### src/hdl/u8d_pkg.sv
// Shared types and constants for the UTF-8 to code point decoder.
// No dependencies; every other file refers to it by scoped names.

package u8d_pkg;

    localparam int CP_W        = 31;
    localparam int LEN_W       = 3;
    localparam int QUEUE_DEPTH = 2;

    // configuration register map (byte addresses)
    localparam int        PADDR_W               = 3;
    localparam logic [2:0] ADDR_NUL_TERMINATED  = 3'd0;

    // lead length code for a byte that cannot start a sequence
    localparam logic [LEN_W-1:0] LEN_INVALID = 3'd0;
    localparam logic [LEN_W-1:0] LEN_ONE     = 3'd1;

    typedef enum logic [1:0] {
        ST_CHAR    = 2'd0,
        ST_END     = 2'd1,
        ST_INVALID = 2'd2
    } status_t;

    // classified word handed from the front to the back
    typedef struct packed {
        logic             nul_end;   // NUL that ends text
        logic [LEN_W-1:0] lead_len;  // length if taken as a lead byte
        logic [6:0]       payload;   // lead payload bits
        logic [5:0]       low6;      // continuation payload bits
        logic             last;
    } entry_t;

    function automatic entry_t classify(input logic [7:0] b, input logic last,
                                        input logic nul_mode);
        entry_t e;
        e.nul_end = nul_mode && (b == 8'h00);
        e.low6    = b[5:0];
        e.last    = last;
        e.payload = 7'h00;
        if (b[7] == 1'b0)
        begin
            e.lead_len = 3'd1;
            e.payload  = b[6:0];
        end
        else if ((b & 8'hE0) == 8'hC0)
        begin
            e.lead_len = 3'd2;
            e.payload  = {2'b00, b[4:0]};
        end
        else if ((b & 8'hF0) == 8'hE0)
        begin
            e.lead_len = 3'd3;
            e.payload  = {3'b000, b[3:0]};
        end
        else if ((b & 8'hF8) == 8'hF0)
        begin
            e.lead_len = 3'd4;
            e.payload  = {4'h0, b[2:0]};
        end
        else if ((b & 8'hFC) == 8'hF8)
        begin
            e.lead_len = 3'd5;
            e.payload  = {5'h00, b[1:0]};
        end
        else if ((b & 8'hFE) == 8'hFC)
        begin
            e.lead_len = 3'd6;
            e.payload  = {6'h00, b[0]};
        end
        else
        begin
            e.lead_len = LEN_INVALID;
        end
        return e;
    endfunction

endpackage

### src/hdl/u8d_if.sv
// Valid/ready channel interfaces for text bytes in and code points out.
// Depends on u8d_pkg for field widths.

interface u8d_byte_if;
    logic       valid;
    logic       ready;
    logic [7:0] in_byte;
    logic       last_byte;

    modport source (output valid, output in_byte, output last_byte, input ready);
    modport sink   (input valid, input in_byte, input last_byte, output ready);
endinterface

interface u8d_cp_if;
    logic                            valid;
    logic                            ready;
    logic [u8d_pkg::CP_W-1:0]        code_point;
    logic [u8d_pkg::LEN_W-1:0]       seq_length;
    logic [1:0]                      status;

    modport source (output valid, output code_point, output seq_length, output status,
                    input ready);
    modport sink   (input valid, input code_point, input seq_length, input status,
                    output ready);
endinterface

### src/hdl/u8d_cfg.sv
// APB-style configuration register block (nul_terminated).
// Depends on u8d_pkg for the register map.

module u8d_cfg
(
    input  logic                        clk,
    input  logic                        rst_n,
    input  logic                        psel,
    input  logic                        penable,
    input  logic                        pwrite,
    input  logic [u8d_pkg::PADDR_W-1:0] paddr,
    input  logic [31:0]                 pwdata,
    output logic [31:0]                 prdata,
    output logic                        pready,
    output logic                        nul_mode
);

    logic nul_mode_reg;
    logic wr_en;

    assign pready = 1'b1;
    assign wr_en  = psel && penable && pwrite && (paddr == u8d_pkg::ADDR_NUL_TERMINATED);

    always_ff @(posedge clk or negedge rst_n)
    begin
        if (!rst_n)
        begin
            nul_mode_reg <= 1'b1;
        end
        else if (wr_en)
        begin
            nul_mode_reg <= pwdata[0];
        end
    end

    assign prdata   = (paddr == u8d_pkg::ADDR_NUL_TERMINATED) ? {31'd0, nul_mode_reg} : 32'd0;
    assign nul_mode = nul_mode_reg;

endmodule

### src/hdl/u8d_front.sv
// Front stage: takes text bytes, classifies them and pushes words to the queue.
// Depends on u8d_pkg and u8d_if.

module u8d_front
(
    input  logic              clk,
    input  logic              rst_n,
    input  logic              nul_mode,
    u8d_byte_if.sink          text,
    output u8d_pkg::entry_t   push_data,
    output logic              push,
    input  logic              full
);

    logic            stage_valid_reg;
    logic            stage_valid_next;
    u8d_pkg::entry_t stage_reg;
    logic            take;

    assign push       = stage_valid_reg && !full;
    assign push_data  = stage_reg;
    assign text.ready = !stage_valid_reg || !full;
    assign take       = text.valid && text.ready;

    always_comb
    begin
        stage_valid_next = stage_valid_reg;
        if (take)
        begin
            stage_valid_next = 1'b1;
        end
        else if (push)
        begin
            stage_valid_next = 1'b0;
        end
    end

    always_ff @(posedge clk or negedge rst_n)
    begin
        if (!rst_n)
        begin
            stage_valid_reg <= 1'b0;
        end
        else
        begin
            stage_valid_reg <= stage_valid_next;
        end
    end

    always_ff @(posedge clk)
    begin
        if (take)
        begin
            stage_reg <= u8d_pkg::classify(text.in_byte, text.last_byte, nul_mode);
        end
    end

endmodule

### src/hdl/u8d_queue.sv
// Short queue of classified words between the front and back stages.
// Depends on u8d_pkg for the word type.

module u8d_queue
#(
    parameter int Depth = u8d_pkg::QUEUE_DEPTH
)
(
    input  logic            clk,
    input  logic            rst_n,
    input  logic            push,
    input  u8d_pkg::entry_t push_data,
    output logic            full,
    input  logic            pop,
    output u8d_pkg::entry_t pop_data,
    output logic            not_empty
);

    localparam int PTR_W = (Depth > 1) ? $clog2(Depth) : 1;
    localparam int CNT_W = $clog2(Depth + 1);

    u8d_pkg::entry_t  mem [Depth];
    logic [PTR_W-1:0] wr_ptr_reg;
    logic [PTR_W-1:0] rd_ptr_reg;
    logic [CNT_W-1:0] count_reg;
    logic [CNT_W-1:0] count_next;

    assign full      = (count_reg == CNT_W'(Depth));
    assign not_empty = (count_reg != '0);
    assign pop_data  = mem[rd_ptr_reg];

    always_comb
    begin
        count_next = count_reg;
        if (push && !pop)
        begin
            count_next = count_reg + 1'b1;
        end
        else if (pop && !push)
        begin
            count_next = count_reg - 1'b1;
        end
    end

    always_ff @(posedge clk or negedge rst_n)
    begin
        if (!rst_n)
        begin
            wr_ptr_reg <= '0;
            rd_ptr_reg <= '0;
            count_reg  <= '0;
        end
        else
        begin
            count_reg <= count_next;
            if (push)
            begin
                wr_ptr_reg <= (wr_ptr_reg == PTR_W'(Depth - 1)) ? '0 : wr_ptr_reg + 1'b1;
            end
            if (pop)
            begin
                rd_ptr_reg <= (rd_ptr_reg == PTR_W'(Depth - 1)) ? '0 : rd_ptr_reg + 1'b1;
            end
        end
    end

    always_ff @(posedge clk)
    begin
        if (push)
        begin
            mem[wr_ptr_reg] <= push_data;
        end
    end

endmodule

### src/hdl/u8d_back.sv
// Back stage: sequence state, accumulator and the output register.
// Depends on u8d_pkg and u8d_if.

module u8d_back
(
    input  logic            clk,
    input  logic            rst_n,
    input  logic            not_empty,
    input  u8d_pkg::entry_t entry,
    output logic            pop,
    u8d_cp_if.source        chars
);

    localparam int CP_W  = u8d_pkg::CP_W;
    localparam int LEN_W = u8d_pkg::LEN_W;

    logic [CP_W-1:0]  partial_reg;
    logic [CP_W-1:0]  partial_next;
    logic [LEN_W-1:0] bytes_left_reg;
    logic [LEN_W-1:0] bytes_left_next;
    logic [LEN_W-1:0] seq_len_reg;
    logic [LEN_W-1:0] seq_len_next;
    logic             draining_reg;
    logic             draining_next;

    logic             out_valid_reg;
    logic             out_valid_next;
    logic [CP_W-1:0]  cp_reg;
    logic [LEN_W-1:0] len_reg;
    u8d_pkg::status_t status_reg;

    logic             emit;
    logic [CP_W-1:0]  emit_cp;
    logic [LEN_W-1:0] emit_len;
    u8d_pkg::status_t emit_status;
    logic [CP_W-1:0]  shifted;

    assign pop     = not_empty && (!out_valid_reg || chars.ready);
    assign shifted = {partial_reg[CP_W-7:0], entry.low6};

    always_comb
    begin
        partial_next    = partial_reg;
        bytes_left_next = bytes_left_reg;
        seq_len_next    = seq_len_reg;
        draining_next   = draining_reg;
        emit            = 1'b0;
        emit_cp         = '0;
        emit_len        = '0;
        emit_status     = u8d_pkg::ST_CHAR;
        if (pop)
        begin
            if (draining_reg)
            begin
                if (entry.last)
                begin
                    draining_next = 1'b0;
                end
            end
            else if (entry.nul_end)
            begin
                emit            = 1'b1;
                emit_status     = u8d_pkg::ST_END;
                bytes_left_next = '0;
                seq_len_next    = '0;
                draining_next   = !entry.last;
            end
            else if (bytes_left_reg != '0)
            begin
                partial_next    = shifted;
                bytes_left_next = bytes_left_reg - 1'b1;
                if (bytes_left_reg == LEN_W'(1))
                begin
                    emit         = 1'b1;
                    emit_cp      = shifted;
                    emit_len     = seq_len_reg;
                    seq_len_next = '0;
                end
                else if (entry.last)
                begin
                    // cut short by the end of the string
                    emit            = 1'b1;
                    emit_status     = u8d_pkg::ST_END;
                    bytes_left_next = '0;
                    seq_len_next    = '0;
                end
            end
            else if (entry.lead_len == u8d_pkg::LEN_INVALID)
            begin
                emit          = 1'b1;
                emit_status   = u8d_pkg::ST_INVALID;
                seq_len_next  = '0;
                draining_next = !entry.last;
            end
            else if (entry.lead_len == u8d_pkg::LEN_ONE)
            begin
                emit     = 1'b1;
                emit_cp  = CP_W'(entry.payload);
                emit_len = u8d_pkg::LEN_ONE;
            end
            else if (entry.last)
            begin
                emit        = 1'b1;
                emit_status = u8d_pkg::ST_END;
            end
            else
            begin
                partial_next    = CP_W'(entry.payload);
                seq_len_next    = entry.lead_len;
                bytes_left_next = entry.lead_len - 1'b1;
            end
        end
    end

    always_comb
    begin
        out_valid_next = out_valid_reg;
        if (emit)
        begin
            out_valid_next = 1'b1;
        end
        else if (chars.ready)
        begin
            out_valid_next = 1'b0;
        end
    end

    always_ff @(posedge clk or negedge rst_n)
    begin
        if (!rst_n)
        begin
            bytes_left_reg <= '0;
            seq_len_reg    <= '0;
            draining_reg   <= 1'b0;
            out_valid_reg  <= 1'b0;
        end
        else
        begin
            bytes_left_reg <= bytes_left_next;
            seq_len_reg    <= seq_len_next;
            draining_reg   <= draining_next;
            out_valid_reg  <= out_valid_next;
        end
    end

    always_ff @(posedge clk)
    begin
        partial_reg <= partial_next;
        if (emit)
        begin
            cp_reg     <= emit_cp;
            len_reg    <= emit_len;
            status_reg <= emit_status;
        end
    end

    assign chars.valid      = out_valid_reg;
    assign chars.code_point = cp_reg;
    assign chars.seq_length = len_reg;
    assign chars.status     = status_reg;

endmodule

### src/hdl/utf8_to_codepoint_decoder_top.sv
// UTF-8 decoder (legacy 1 to 6 byte forms, up to 31-bit code points). One byte
// is taken per cycle, back to back, unless a full queue holds the front stage;
// the byte that completes a result word passes through a classify register, a
// small word queue, and the output register of the sequence stage. Steady
// throughput is one byte per cycle, set by the sequence stage, which retires one
// queued word a cycle while its output register is free or being taken. Bytes
// that cause no result still pass through that stage. nul_terminated must be
// written over APB at address 0 while the decoder is idle; this is unchecked.
// Depends on u8d_pkg, u8d_if, u8d_cfg, u8d_front, u8d_queue and u8d_back.

module utf8_to_codepoint_decoder_top
#(
    parameter int QueueDepth = u8d_pkg::QUEUE_DEPTH
)
(
    input  logic                        clk,
    input  logic                        rst_n,
    input  logic                        psel,
    input  logic                        penable,
    input  logic                        pwrite,
    input  logic [u8d_pkg::PADDR_W-1:0] paddr,
    input  logic [31:0]                 pwdata,
    output logic [31:0]                 prdata,
    output logic                        pready,
    u8d_byte_if.sink                    text,
    u8d_cp_if.source                    chars
);

    logic            nul_mode;
    logic            push;
    logic            full;
    logic            pop;
    logic            not_empty;
    u8d_pkg::entry_t push_data;
    u8d_pkg::entry_t pop_data;

    u8d_cfg u_cfg
    (
        .clk      (clk),
        .rst_n    (rst_n),
        .psel     (psel),
        .penable  (penable),
        .pwrite   (pwrite),
        .paddr    (paddr),
        .pwdata   (pwdata),
        .prdata   (prdata),
        .pready   (pready),
        .nul_mode (nul_mode)
    );

    u8d_front u_front
    (
        .clk       (clk),
        .rst_n     (rst_n),
        .nul_mode  (nul_mode),
        .text      (text),
        .push_data (push_data),
        .push      (push),
        .full      (full)
    );

    u8d_queue #(.Depth(QueueDepth)) u_queue
    (
        .clk       (clk),
        .rst_n     (rst_n),
        .push      (push),
        .push_data (push_data),
        .full      (full),
        .pop       (pop),
        .pop_data  (pop_data),
        .not_empty (not_empty)
    );

    u8d_back u_back
    (
        .clk       (clk),
        .rst_n     (rst_n),
        .not_empty (not_empty),
        .entry     (pop_data),
        .pop       (pop),
        .chars     (chars)
    );

endmodule

### src/flat_wrapper.sv
// flat-port wrapper written by rule: the top's interface ports become plain ports
module utf8_to_codepoint_decoder_top_flat 
#(
    parameter int QueueDepth = u8d_pkg::QUEUE_DEPTH
)
  (clk, rst_n, psel, penable, pwrite, paddr, pwdata, prdata, pready, text_valid, text_in_byte, text_last_byte, text_ready, chars_valid, chars_code_point, chars_seq_length, chars_status, chars_ready);
  u8d_byte_if text_i ();
  u8d_cp_if chars_i ();
  input  logic clk;
  input  logic rst_n;
  input  logic psel;
  input  logic penable;
  input  logic pwrite;
  input  logic [u8d_pkg::PADDR_W-1:0] paddr;
  input  logic [31:0] pwdata;
  output logic [31:0] prdata;
  output logic pready;
  input wire logic [$bits(text_i.valid)-1:0] text_valid;
  input wire logic [$bits(text_i.in_byte)-1:0] text_in_byte;
  input wire logic [$bits(text_i.last_byte)-1:0] text_last_byte;
  output wire logic [$bits(text_i.ready)-1:0] text_ready;
  output wire logic [$bits(chars_i.valid)-1:0] chars_valid;
  output wire logic [$bits(chars_i.code_point)-1:0] chars_code_point;
  output wire logic [$bits(chars_i.seq_length)-1:0] chars_seq_length;
  output wire logic [$bits(chars_i.status)-1:0] chars_status;
  input wire logic [$bits(chars_i.ready)-1:0] chars_ready;
  assign text_i.valid = text_valid;
  assign text_i.in_byte = text_in_byte;
  assign text_i.last_byte = text_last_byte;
  assign text_ready = text_i.ready;
  assign chars_valid = chars_i.valid;
  assign chars_code_point = chars_i.code_point;
  assign chars_seq_length = chars_i.seq_length;
  assign chars_status = chars_i.status;
  assign chars_i.ready = chars_ready;
  utf8_to_codepoint_decoder_top #(.QueueDepth(QueueDepth)) u_core (.clk(clk), .rst_n(rst_n), .psel(psel), .penable(penable), .pwrite(pwrite), .paddr(paddr), .pwdata(pwdata), .prdata(prdata), .pready(pready), .text(text_i), .chars(chars_i));
endmodule
### config.mk
export PLATFORM = sky130hd
export DESIGN_NAME = utf8_to_codepoint_decoder_top_flat
export DESIGN_NICKNAME = d
export VERILOG_FILES = /design/src/hdl/u8d_pkg.sv /design/src/hdl/u8d_if.sv /design/src/hdl/u8d_cfg.sv /design/src/hdl/u8d_front.sv /design/src/hdl/u8d_queue.sv /design/src/hdl/u8d_back.sv /design/src/hdl/utf8_to_codepoint_decoder_top.sv /design/src/flat_wrapper.sv
export SDC_FILE = /design/constraint.sdc
export NUM_CORES = 1
export LEC_CHECK = 0
export ABC_AREA = 1
export BUFFER_PORTS_ARGS = -buffer_cell sky130_fd_sc_hd__buf_2
export CAP_MARGIN = 10
export CORE_ASPECT_RATIO = 1.25
export CORE_MARGIN = 2
export CORE_UTILIZATION = 40
export CTS_CLUSTER_DIAMETER = 200
export DETAILED_ROUTE_END_ITERATION = 12
export PLACE_DENSITY = 0.71
export REMOVE_ABC_BUFFERS = 1
export SLEW_MARGIN = 0
export SYNTH_ARGS = -nofsm -noshare
export SYNTH_HDL_FRONTEND = slang
export SYNTH_SLANG_ARGS = --single-unit
### constraint.sdc
create_clock -name clk -period 4.3 [get_ports clk]
set_input_delay 0.43 -clock clk [delete_from_list [all_inputs] [get_ports clk]]
set_output_delay 0.43 -clock clk [all_outputs]
set_load 0.05 [all_outputs]
### Yosys cells after proc, flatten, opt, wreduce, memory -nomap -nowiden

Memories as Yosys holds them, arrays and structs flattened.
Index checks and enable logic that the tools add are counted.

| storage, ports and cells | value |
|---|---|
| register bits | 93 |
| memory bits (writable) | 36 |
| output and inout port bits | 71 |
| logic and storage cells | 142 |
| memories kept | 1 |

| operators by class | value |
|---|---|
| $add $sub $neg | 6 |
| eq/ne operators | 17 |
| muxes and demuxes | 63 |
| bitwise operators | 4 |
| reduce and logical (&&, ||, !) cells | 31 |

Memory list:

| name | depth | width | rd ports | clocked after Yosys merged registers in | wr ports | line | text |
|---|---|---|---|---|---|---|---|
| u_core.u_queue.mem | 2 | 18 | 1 | 0 | 1 | u8d_queue.sv:22 | `u8d_pkg::entry_t mem [Depth];` |

Operators by type and width:

| cell | number |
|---|---|
| $mux W25 | 4 |
| $mux W31 | 2 |
| $mux W3 | 17 |
| $mux W1 | 28 |
| $mux W7 | 3 |
| $mux W10 | 2 |
| $mux W9 | 2 |
| $mux W2 | 5 |
| $reduce_and A5 Y1 | 2 |
| $logic_and A1 B1 Y1 | 9 |
| $logic_not A8 Y1 | 1 |
| $reduce_bool A2 Y1 | 4 |
| $eq A7 B7 Y1 const B | 1 |
| $eq A3 B1 Y1 const B | 2 |
| $eq A6 B6 Y1 const B | 1 |
| $logic_not A1 Y1 | 6 |
| $logic_not A3 Y1 | 2 |
| $ne A3 B2 Y1 const B | 2 |
| $reduce_and A6 Y1 | 1 |
| $reduce_or A3 Y1 | 2 |
| $sub A3 B1 Y3 const B | 2 |
| $eq A5 B5 Y1 const B | 1 |
| $eq A4 B4 Y1 const B | 1 |
| $ne A2 B2 Y1 const B | 2 |
| 14 further kinds | 19 |

### Longest topological paths before layout

Gate-level depths: netlist of the first run.
An unclocked memory read counts as a cell.

| logic depth | value |
|---|---|
| depth after elaboration | 9 |
| mapped depth | 13 |
| depth with buffers taken out | 12 |

### Modules after synthesis

A second synthesis of the first run with hierarchy kept.

| second synthesis, totals | value |
|---|---|
| cells, all modules | 479 |
| area, all modules | 5776.8 um2 |

Modules (own cells, without submodules):

| module | times used | cells each | area each (um2) |
|---|---|---|---|
| u8d_back | 1 | 283 | 3076.7 |
| u8d_queue | 1 | 81 | 1555.2 |
| u8d_front | 1 | 67 | 807.0 |
| u8d_cfg | 1 | 48 | 337.8 |

### Least setup slack after synthesis of the first run

No wires, ideal clock.

| timing path | value |
|---|---|
| path type | register -> register |
| start | register u_core.u_queue.rd_ptr_reg |
| end | register u_core.u_back.partial_reg[0] (enable) |
| setup time | 0.415 ns |
| arrival time | 2.477 ns |
| data required time | 3.885 ns |
| path slack | 1.407 ns |
| cell stages (with the launch flop) | 10 |
| path buffers | 1 |
| clock period less this slack | 2.893 ns |
| path through | dfrtp_1 -> inv_2 -> buf_6 -> nand2_1 -> nand2_1 -> inv_1 -> ha_1 -> nand3_2 -> nand3_1 -> a21oi_1 |

| between the ends | value |
|---|---|
| cells in the longest elaborated chain, start to end | 4 |
| elaborated cells on any way between the ends | 8 |

RTL lines:

| item | line | text |
|---|---|---|
| start, declared | u8d_queue.sv:24 | `logic [PTR_W-1:0] rd_ptr_reg;` |
| start signal, assigned | u8d_queue.sv:62 | `rd_ptr_reg <= (rd_ptr_reg == PTR_W'(Depth - 1)) ? '0 : rd_ptr_reg + 1'b1;` |
| $mem_v2 Z2 W18 (*) | - |  |
| $eq A3 B1 Y1 or $logic_not A3 Y1 (tied branches) | u8d_back.sv:95, u8d_back.sv:88 |  |
| $ne A2 B2 Y1 (no source line) | - |  |
| $reduce_and A6 Y1 (no source line) (*) | - |  |
| end signal, assigned | u8d_back.sv:148 | `partial_reg <= partial_next;` |
| end, declared | u8d_back.sv:17 | `logic [CP_W-1:0] partial_reg;` |

Mark *: on every way between the ends. The rest lies on a longest branch, timed or not.
A chain may end at the register's enable or synchronous reset.

### Worst setup path in the final report of the first run

| timing path | value |
|---|---|
| start | register u_core.u_queue.rd_ptr_reg |
| end | register u_core.u_back.cp_reg[21] (netlist: u_core.u_back.chars.code_point[21]) (enable) |

| between the ends | value |
|---|---|
| cells in the longest elaborated chain, start to end | 8 |
| elaborated cells on any way between the ends | 11 |

RTL lines:

| item | line | text |
|---|---|---|
| $mem_v2 Z2 W18 (*) | - |  |
| $eq A3 B1 Y1 or $mux W1 (tied branches) | u8d_back.sv:95, u8d_back.sv:79, u8d_back.sv:101 |  |
| $mux W1 | u8d_back.sv:95 | `else if (entry.lead_len == u8d_pkg::LEN_ONE)` |
| $mux W1 | u8d_back.sv:88 | `else if (entry.lead_len == u8d_pkg::LEN_INVALID)` |
| $mux W1 | u8d_back.sv:68 | `else if (bytes_left_reg != '0)` |
| $mux W1 (*) | u8d_back.sv:60 | `else if (entry.nul_end)` |
| $mux W1 (*) | u8d_back.sv:53 | `if (draining_reg)` |
| $mux W1 (*) | u8d_back.sv:51 | `if (pop)` |
| via u_core.u_back.emit | u8d_back.sv:32 | `logic emit;` |
| end signal, assigned | u8d_back.sv:151 | `cp_reg <= emit_cp;` |
| end, declared | u8d_back.sv:28 | `logic [CP_W-1:0] cp_reg;` |

Mark *: on every way through the listed nets, which the timed path passes. The rest lies on a longest branch.

==> run metrics, run 1 <==
Worst R2R End u_core.u_back.chars.code_point[21]; clk sinks 129; Area after DPL 5800 um^2; Routed WL 8670 um; HP Class input pin to register; GRT Overall Usage 12.4%; Syn Area/Cell 12.0 um^2; fin area 6400 um^2; final setup vio count 0; Setup TNS Final 0 ns; Remaining DRCs 0; first-pass GRT wire length 13,800 um; cell type with the largest total area after synthesis edfxtp_1; Crit. End Element register; most frequent cell after synthesis edfxtp_1; htree depth 4; Post-CTS Setup Inserts 0; n_diodes 0; RSZ-0062 raised after global routing false; Peak VDD IR 0.000449 V; main area contributors after synthesis edfxtp_1, dfrtp_1, nor2_1; Initial Util 40.9%; Seq/Total Area, Yosys 69.9%; critical path type register to register; fillers 1,160; DR vias 3,255; Fin Clk Skew 0.00615 ns; flops & latches, synth 129; CP max FO 36; Warnings, synthesis 0; Max Freq 342 MHz; Distinct cells, synth 32; Yosys top cell area share 63.5%; path depth of the worst reg2reg path 12; clk buf depth 2; Max-Cap Viols 0; asr flop ratio synth 10.9%; Worst EP required 4.35 ns; Detailed Place HPWL 5760 um; data arrival time of the worst path 2.98 ns; setup ws final 1.37 ns; post-layout min period 2.93 ns; post-CTS sizing 0; clock buffer count from CTS 17; post-layout util 48.2%; fin crit share 68.1%; worst skew pair latency 0.40 ns; Reg clk slew, reported paths 0.06 ns; RePlAce Congestion 0.854; Final ANT Viol Nets 0; worst slew pin tran 0.797 ns; Max Slew Vio Count 0; synthesized instance count 452; chip height 134 um; DIE WIDTH 108 um; routed vias/inst 4.60; Leakage 2.73 nW; max reg flops 36; final-report hold violation count 0; cell area power density 876 nW/um^2; die area 14,600 um^2; Rel. slew slack 46.9%; drt pass-1 iters 5; Area growth, synth to finish 17.7%; startpoint types register; core area 13,300 um^2; nets 581; CTS tree built; ys flop type edfxtp_1; vias in the first global route 3,015; status finished, final reports clean; gr ovfl total 0; post-synthesis cell area 5440 um^2; pin count of the biggest net entering global routing 37; most common library cells after synthesis edfxtp_1, nor2_1, inv_1; DR WL/cell 12.3 um; Worst Hold End u_core.u_front.push_data[0]; FP Rows 47; DP Worst Slack 1.38 ns; drt first-iter violations 191; initial antenna violation count 0; Clock Root Buffer clkbuf_16; reg-to-reg critical path startpoint u_core.u_queue.rd_ptr_reg; Port-buffer cells 58; share of layout cells above drive strength 1 19.4%; WHS Path Cells 1; IO Pins 122; EDFF count, synth 115; hold path startpoint text_last_byte; reg2reg setup slack 1.37 ns
==> layout by cell type, fill, tap and decap left out, drive strengths merged <==
cell,n
o311ai,1
clkbuf,19
bufinv,3
o21ai,20
dfstp,1
dfrtp,13
o211ai,1
clkinv,7
edfxtp,115
o22ai,7
nor2,80
o21a,1
mux2i,7
inv,62
nor4,1
dlygate4sd3,1
nor3,5
xor2,3
xnor2,1
nand3,17
nand2,52
conb,32
clkinvlp,2
buf,63
ha,6
nand4,5
a21oi,12
==> report_power, final <==
group / switching [mW] / internal (mW)
clock: 0.500 / 0.910
sequential: 0.171 / 2.01
combinational: 1.56 / 0.452
==> how the worst max path moves through the flow <==
stage / startpoint / to / slack [ns] / cells past startpoint
after floorplan: u_core.u_queue.rd_ptr_reg / u_core.u_back.partial_reg[0] / 1.14 / 8
after global placement: u_core.u_queue.rd_ptr_reg / u_core.u_back.chars.code_point[16] / 1.45 / 12
after detailed placement: u_core.u_queue.rd_ptr_reg / u_core.u_back.chars.code_point[28] / 1.38 / 12
after CTS: u_core.u_queue.rd_ptr_reg / u_core.u_back.chars.seq_length[0] / 1.39 / 12
after global routing: u_core.u_queue.rd_ptr_reg / u_core.u_back.chars.code_point[22] / 1.14 / 12
final: u_core.u_queue.rd_ptr_reg / u_core.u_back.chars.code_point[21] / 1.37 / 12
==> stage by stage <==
step,cells,hold slack [ns],total power [mW]
final,708,0.200,5.61
after global routing,708,0.183,5.93
after CTS,708,0.180,5.65
after detailed placement,675,0.353,4.23
after global placement,675,0.348,4.16
after floorplan,441,0.134,3.74
==> critical path, stage by stage, from the launching register on <==
cell and delay (ns):
dfrtp_1 0.85, inv_2 0.26, nand2_1 0.12, nand2_1 0.09, inv_1 0.06, ha_1 0.20
nand3_2 0.18, nand4_1 0.13, nand2_1 0.05, nand2_1 0.05, nand2_1 0.07, inv_1 0.06
buf_4 0.39
==> final cells by class <==
class | count | area (um^2) | area share [%]
Sequential cell | 129 | 3800 | 59.4
Timing Repair Buffer | 64 | 338 | 5.28
Clock buffer | 19 | 433 | 6.76
Clock inverter | 13 | 161 | 2.52
Multi-Input combinational cell | 251 | 1220 | 19.1
Tap cell | 171 | 214 | 3.34
Inverter | 61 | 229 | 3.58
==> routing by layer <==
layer / part of all wire (%) / up-vias / GRT usage [%]
met1: 41 / 1513 / 14.3
met3: 6.6 / 10 / 4.57
li1: - / 1606 / -
met2: 51 / 126 / 20.3
met5: 0 / - / 0
met4: 1.5 / 0 / 5.63
==> logic make-up (layout without fill, tap and decap cells) <==
| group | after synthesis | count (layout) | synth area share (%) |
|---|---|---|---|
| adders and majority gates | 6 | 6 | 1.38 |
| other | 2 | 32 | 0.138 |
| buffers and inverters | 102 | 157 | 9.75 |
| DFF | 129 | 129 | 69.9 |
| and+or+nand+nor | 160 | 160 | 12.5 |
| muxes | 7 | 7 | 1.29 |
| AOI/OAI and AO/OA | 42 | 42 | 4.39 |
| xor gates and xnor gates | 4 | 4 | 0.644 |
==> timing repair <==
action | in CTS | in global routing
setup endpoints to repair | 0 | 0
hold endpoints to repair | 13 | 0
hold buffers | 1 | 0
Power figures use the tool's default switching activity.
==> inputs of run 2 (changes only) <==
- PLACE_DENSITY: 0.71 -> 0.73
- clock period: 4.3 -> 2.3 ns (I/O delays scaled with it)
==> run metrics, run 2 (same netlist as run 1, synthesis figures left out) <==
Rel. slew slack 53.8% (was 46.9%); core area 13,300 um^2 (unchanged); Detailed Place HPWL 5920 um (was 5760 um); clk sinks 129 (unchanged); RSZ-0062 raised after global routing false (unchanged); Max Slew Vio Count 0 (unchanged); CTS tree built (unchanged); Port-buffer cells 58 (unchanged); CP max FO 36 (unchanged); critical path type register to register (unchanged); DIE WIDTH 108 um (unchanged); drt pass-1 iters 4 (was 5); worst slew pin tran 0.692 ns (was 0.797 ns); max reg flops 36 (unchanged); chip height 134 um (unchanged); CP most frequent cell nand2_1 (unchanged); WHS Path Cells 1 (unchanged); final-report hold violation count 0 (unchanged); final setup vio count 0 (unchanged); Initial Util 40.9% (unchanged); Worst R2R End u_core.u_back.chars.code_point[4] (was u_core.u_back.chars.code_point[21]); fillers 1,171 (was 1,160); Remaining DRCs 0 (unchanged); Peak VDD IR 0.000922 V (was 0.000449 V); HP Class input pin to register (unchanged); Worst Hold End u_core.u_front.push_data[6] (was u_core.u_front.push_data[0]); FF/Latch Area 3810 um^2 (was 3800 um^2); clock buffer count from CTS 17 (unchanged); post-layout util 48.4% (was 48.2%); Critical Path, Cell by Cell mux2i_2 -> ha_1 -> nand3_2 -> nand4_1 -> nand2_1 -> nand2_1 -> nand2_1 -> inv_1 -> buf_12 (was inv_2 -> nand2_1 -> nand2_1 -> inv_1 -> ha_1 -> nand3_2 -> nand4_1 -> nand2_1 -> nand2_1 -> nand2_1 -> inv_1 -> buf_4); reg2reg setup slack 0.19 ns (was 1.37 ns); clk buf depth 2 (unchanged); DR WL/cell 12.0 um (was 12.3 um); Crit. End Element register (unchanged); hold path startpoint text_in_byte[5] (was text_last_byte); Clock Root Buffer clkbuf_16 (unchanged); share of layout cells above drive strength 1 20.5% (was 19.4%); status finished, final reports clean (unchanged); Leakage 2.74 nW (was 2.73 nW); commonest non-fill, non-tap cell in the layout edfxtp_1 (unchanged); path depth of the worst reg2reg path 9 (was 12); Worst EP required 2.40 ns (was 4.35 ns); reg-to-reg critical path startpoint u_core.u_queue.rd_ptr_reg (unchanged); initial antenna violation count 0 (unchanged); fin crit share 91.9% (was 68.1%); drt first-iter violations 155 (was 191); IO Pins 122 (unchanged); Setup TNS Final 0 ns (unchanged); startpoint types register (unchanged); GRT Overall Usage 12.7% (was 12.4%); Final ANT Viol Nets 0 (unchanged); die area 14,600 um^2 (unchanged); htree depth 4 (unchanged); Max Freq 473 MHz (was 342 MHz); post-layout min period 2.11 ns (was 2.93 ns); Multi-input gate area 1220 um^2 (about the same); cell area power density 1620 nW/um^2 (was 876 nW/um^2); Buf/Inv on CP 2 (was 4); Max-Cap Viols 0 (unchanged); cell family with most CP delay simple AND/OR/NAND/NOR gates (was flip-flops); n_diodes 0 (unchanged); RePlAce Congestion 0.763 (was 0.854); pin count of the biggest net entering global routing 37 (unchanged); Area growth, synth to finish 18.2% (was 17.7%); commonest cells after routing, fill and taps aside edfxtp_1, nor2_1, inv_1, buf_2, nand2_1 (unchanged); slowest stage delay, CP 0.44 ns (was 0.85 ns); FP Rows 47 (unchanged); critical path's slowest cell dfrtp_2 (was dfrtp_1); Fin Clk Skew 0.00846 ns (was 0.00615 ns); Routed WL 8590 um (was 8670 um); first-pass GRT wire length 14,000 um (was 13,800 um); nets 587 (was 581); vias in the first global route 3,068 (was 3,015); gr ovfl total 0 (unchanged); DR vias 3,202 (was 3,255); Reg clk slew, reported paths 0.05 ns (was 0.06 ns); worst skew pair latency 0.41 ns (was 0.40 ns); routed vias/inst 4.49 (was 4.60); data arrival time of the worst path 2.21 ns (was 2.98 ns)
==> run 2: worst max path at each step <==
| stage | startpoint | end | slack, ns | cells past startpoint |
|---|---|---|---|---|
| finish | u_core.u_queue.rd_ptr_reg | u_core.u_back.chars.code_point[4] | 0.19 | 9 |
| global route | u_core.u_queue.rd_ptr_reg | u_core.u_back.chars.code_point[4] | 0.004 | 9 |
| CTS | u_core.u_queue.rd_ptr_reg | u_core.u_back.chars.code_point[4] | 0.08 | 9 |
| detailed placement | u_core.u_queue.rd_ptr_reg | u_core.u_back.chars.code_point[21] | 0.08 | 9 |
| global placement | u_core.u_queue.rd_ptr_reg | u_core.u_back.chars.code_point[15] | 0.22 | 9 |
| floorplan | u_core.u_queue.rd_ptr_reg | u_core.u_back.partial_reg[0] | -0.86 | 8 |
==> run 2: power breakdown <==
part | internal (mW) | leakage [nW] | switching [mW]
clock | 1.48 | 0.262 | 0.939
sequential | 3.76 | 1.27 | 0.277
combinational | 0.968 | 1.21 | 3.01
total | 6.21 | 2.74 | 4.23
==> run 2: what timing repair did <==
action | 4_1_cts | 5_1_grt
hold buffers | 2 | 0
setup buffers | 0 | 0
hold endpoints to repair | 15 | 0
endpoints found under the setup margin | 0 | 37
resized for setup | 0 | 3
==> run 2: cell type report <==
| type | count | share of cell area [%] |
|---|---|---|
| sequential | 129 | 59.2 |
| multi-input combinational | 251 | 19.0 |
| clock buffer | 19 | 6.73 |
| timing repair buffer | 70 | 6.44 |
| inverter | 61 | 3.56 |
| tap | 171 | 3.33 |
| clock inverter | 12 | 1.73 |
==> run 2: metal layers <==
| metal | up-vias | track usage (%) | wire, um |
|---|---|---|---|
| li1 | 1614 | - | - |
| met1 | 1446 | 14.3 | 3580 |
| met2 | 125 | 21.2 | 4240 |
| met3 | 17 | 5.10 | 593 |
| met4 | 0 | 5.56 | 173 |
| met5 | - | 0 | 0 |
==> run 2: per-stage QoR <==
step           setup slack, ns  power [mW]  cell area (um^2)  hold slack (ns)  instances
2_1_floorplan           -0.859        7.00              5250          -0.0656        441
3_3_place_gp             0.223        7.89              5860            0.152        680
3_5_place_dp            0.0836        8.05              5860            0.152        680
4_1_cts                 0.0821        10.5              6420           0.0147        713
5_1_grt                0.00397        11.1              6430           0.0145        713
6_report                 0.186        10.4              6430           0.0280        713
==> inputs of run 3 (changes only) <==
- CTS_BUF_LIST: not set -> sky130_fd_sc_hd__clkbuf_2
==> run metrics, run 3 (same netlist as run 1, synthesis figures left out) <==
Remaining DRCs 0 (unchanged); Initial Util 40.9% (unchanged); chip height 134 um (unchanged); Worst Hold End u_core.u_front.push_data[0] (was u_core.u_front.push_data[6]); DIE WIDTH 108 um (unchanged); CTS tree built (unchanged); Rel. slew slack 53.8% (about the same); Max Freq 472 MHz (was 473 MHz); Leakage 2.67 nW (was 2.74 nW); clk sinks 129 (unchanged); reg2reg setup slack 0.18 ns (was 0.19 ns); cell area power density 1470 nW/um^2 (was 1620 nW/um^2); RePlAce Congestion 0.763 (unchanged); vias in the first global route 3,080 (was 3,068); worst skew pair latency 0.65 ns (was 0.41 ns); Worst R2R End u_core.u_back.chars.code_point[4] (unchanged); die area 14,600 um^2 (unchanged); nets 602 (was 587); Final Hold Slack 0.316 ns (was 0.0280 ns); status finished, final reports clean (unchanged); commonest cells after routing, fill and taps aside edfxtp_1, nor2_1, inv_1, buf_2, nand2_1 (unchanged); max reg flops 36 (unchanged); WHS Path Cells 2 (was 1); commonest non-fill, non-tap cell in the layout edfxtp_1 (unchanged); routed vias/inst 4.45 (was 4.49); reg-to-reg critical path startpoint u_core.u_queue.rd_ptr_reg (unchanged); gr ovfl total 0 (unchanged); RSZ-0062 raised after global routing false (unchanged); fin area 6240 um^2 (was 6430 um^2); DR WL/cell 11.7 um (was 12.0 um); n_diodes 0 (unchanged); htree depth 4 (unchanged); Worst EP required 2.65 ns (was 2.40 ns); post-layout min period 2.12 ns (was 2.11 ns); Clock Root Buffer clkbuf_2 (was clkbuf_16); Area growth, synth to finish 14.8% (was 18.2%); first-pass GRT wire length 13,800 um (was 14,000 um); Worst Setup SP u_core.u_queue.rd_ptr_reg (unchanged); Peak VDD IR 0.000814 V (was 0.000922 V); Reg clk slew, reported paths 0.16 ns (was 0.05 ns); pin count of the biggest net entering global routing 37 (unchanged); hold path startpoint text_last_byte (was text_in_byte[5]); Port-buffer cells 58 (unchanged); Crit. End Element register (unchanged); startpoint types register (unchanged); HP Class input pin to register (unchanged); fin crit share 92.1% (was 91.9%); clock buffer count from CTS 17 (unchanged); IO Pins 122 (unchanged); worst slew pin tran 0.692 ns (about the same); fillers 1,200 (was 1,171); drt first-iter violations 156 (was 155); Post-CTS Setup Inserts 0 (unchanged); Max Slew Vio Count 0 (unchanged); critical path type register to register (unchanged); Final ANT Viol Nets 0 (unchanged); Routed WL 8480 um (was 8590 um); final setup vio count 0 (unchanged); clk buf depth 2 (unchanged); setup ws final 0.182 ns (was 0.186 ns); Max-Cap Viols 0 (unchanged); initial antenna violation count 0 (unchanged); FF/Latch Area 3810 um^2 (unchanged); Power, Total 9.18 mW (was 10.4 mW); DR vias 3,236 (was 3,202); DP Worst Slack 0.0836 ns (unchanged); final-report hold violation count 0 (unchanged); share of layout cells above drive strength 1 20.3% (was 20.5%); data arrival time of the worst path 2.47 ns (was 2.21 ns); CP max FO 36 (unchanged); Detailed Place HPWL 5920 um (unchanged); Fin Clk Skew 0.0318 ns (was 0.00846 ns); GRT Overall Usage 12.4% (was 12.7%); core area 13,300 um^2 (unchanged); Area after DPL 5860 um^2 (unchanged); drt pass-1 iters 4 (unchanged); FP Rows 47 (unchanged); path depth of the worst reg2reg path 9 (unchanged); Multi-input gate area 1220 um^2 (unchanged)
run 3: power by group:
part	leakage [nW]	internal (mW)	switching, mW
sequential	1.27	3.74	0.270
clock	0.129	0.399	0.781
combinational	1.28	0.987	3.00
total	2.67	5.13	4.05
run 3: how the worst max path moves through the flow:
| stage | endpoint | depth (start not counted) |
|---|---|---|
| floorplan | u_core.u_back.partial_reg[0] | 8 |
| global placement | u_core.u_back.chars.code_point[15] | 9 |
| detailed placement | u_core.u_back.chars.code_point[21] | 9 |
| CTS | u_core.u_back.chars.code_point[4] | 9 |
| global route | u_core.u_back.chars.seq_length[2] | 9 |
| finish | u_core.u_back.chars.code_point[4] | 9 |
run 3: layout make-up:
type	count	area share, %
inverter	61	3.67
timing repair buffer	85	9.04
sequential	129	60.9
multi-input combinational	251	19.6
tap	171	3.43
clock inverter	12	1.78
clock buffer	19	1.52
run 3: what timing repair did:
item | 4_1_cts | 5_1_grt
hold endpoints to repair | 35 | 1
resized for setup | 0 | 3
hold buffers | 16 | 1
endpoints found under the setup margin | 0 | 37
run 3: layer usage:
metal / GRT usage (%) / vias to the layer above / wire (um)
li1: - / 1638 / -
met1: 13.8 / 1453 / 3490
met2: 21.2 / 127 / 4260
met3: 3.98 / 18 / 567
met4: 6.20 / 0 / 159
met5: 0 / - / 0
run 3: per-stage QoR:
step / std cells / utilization, % / TNS, ns
after floorplan: 441 / - / -39.21
after global placement: 680 / 44.1 / 0
after detailed placement: 680 / 44.1 / 0
after CTS: 727 / 46.8 / 0
after global routing: 728 / 47.0 / 0
final: 728 / 47.0 / 0
run 3: critical path, stage by stage (launching register included):
cell and delay [ns]:
dfrtp_2 0.48, mux2i_2 0.27, ha_1 0.24, nand3_2 0.17
nand4_1 0.15, nand2_1 0.06, nand2_1 0.06, nand2_1 0.07
inv_1 0.10, buf_12 0.21
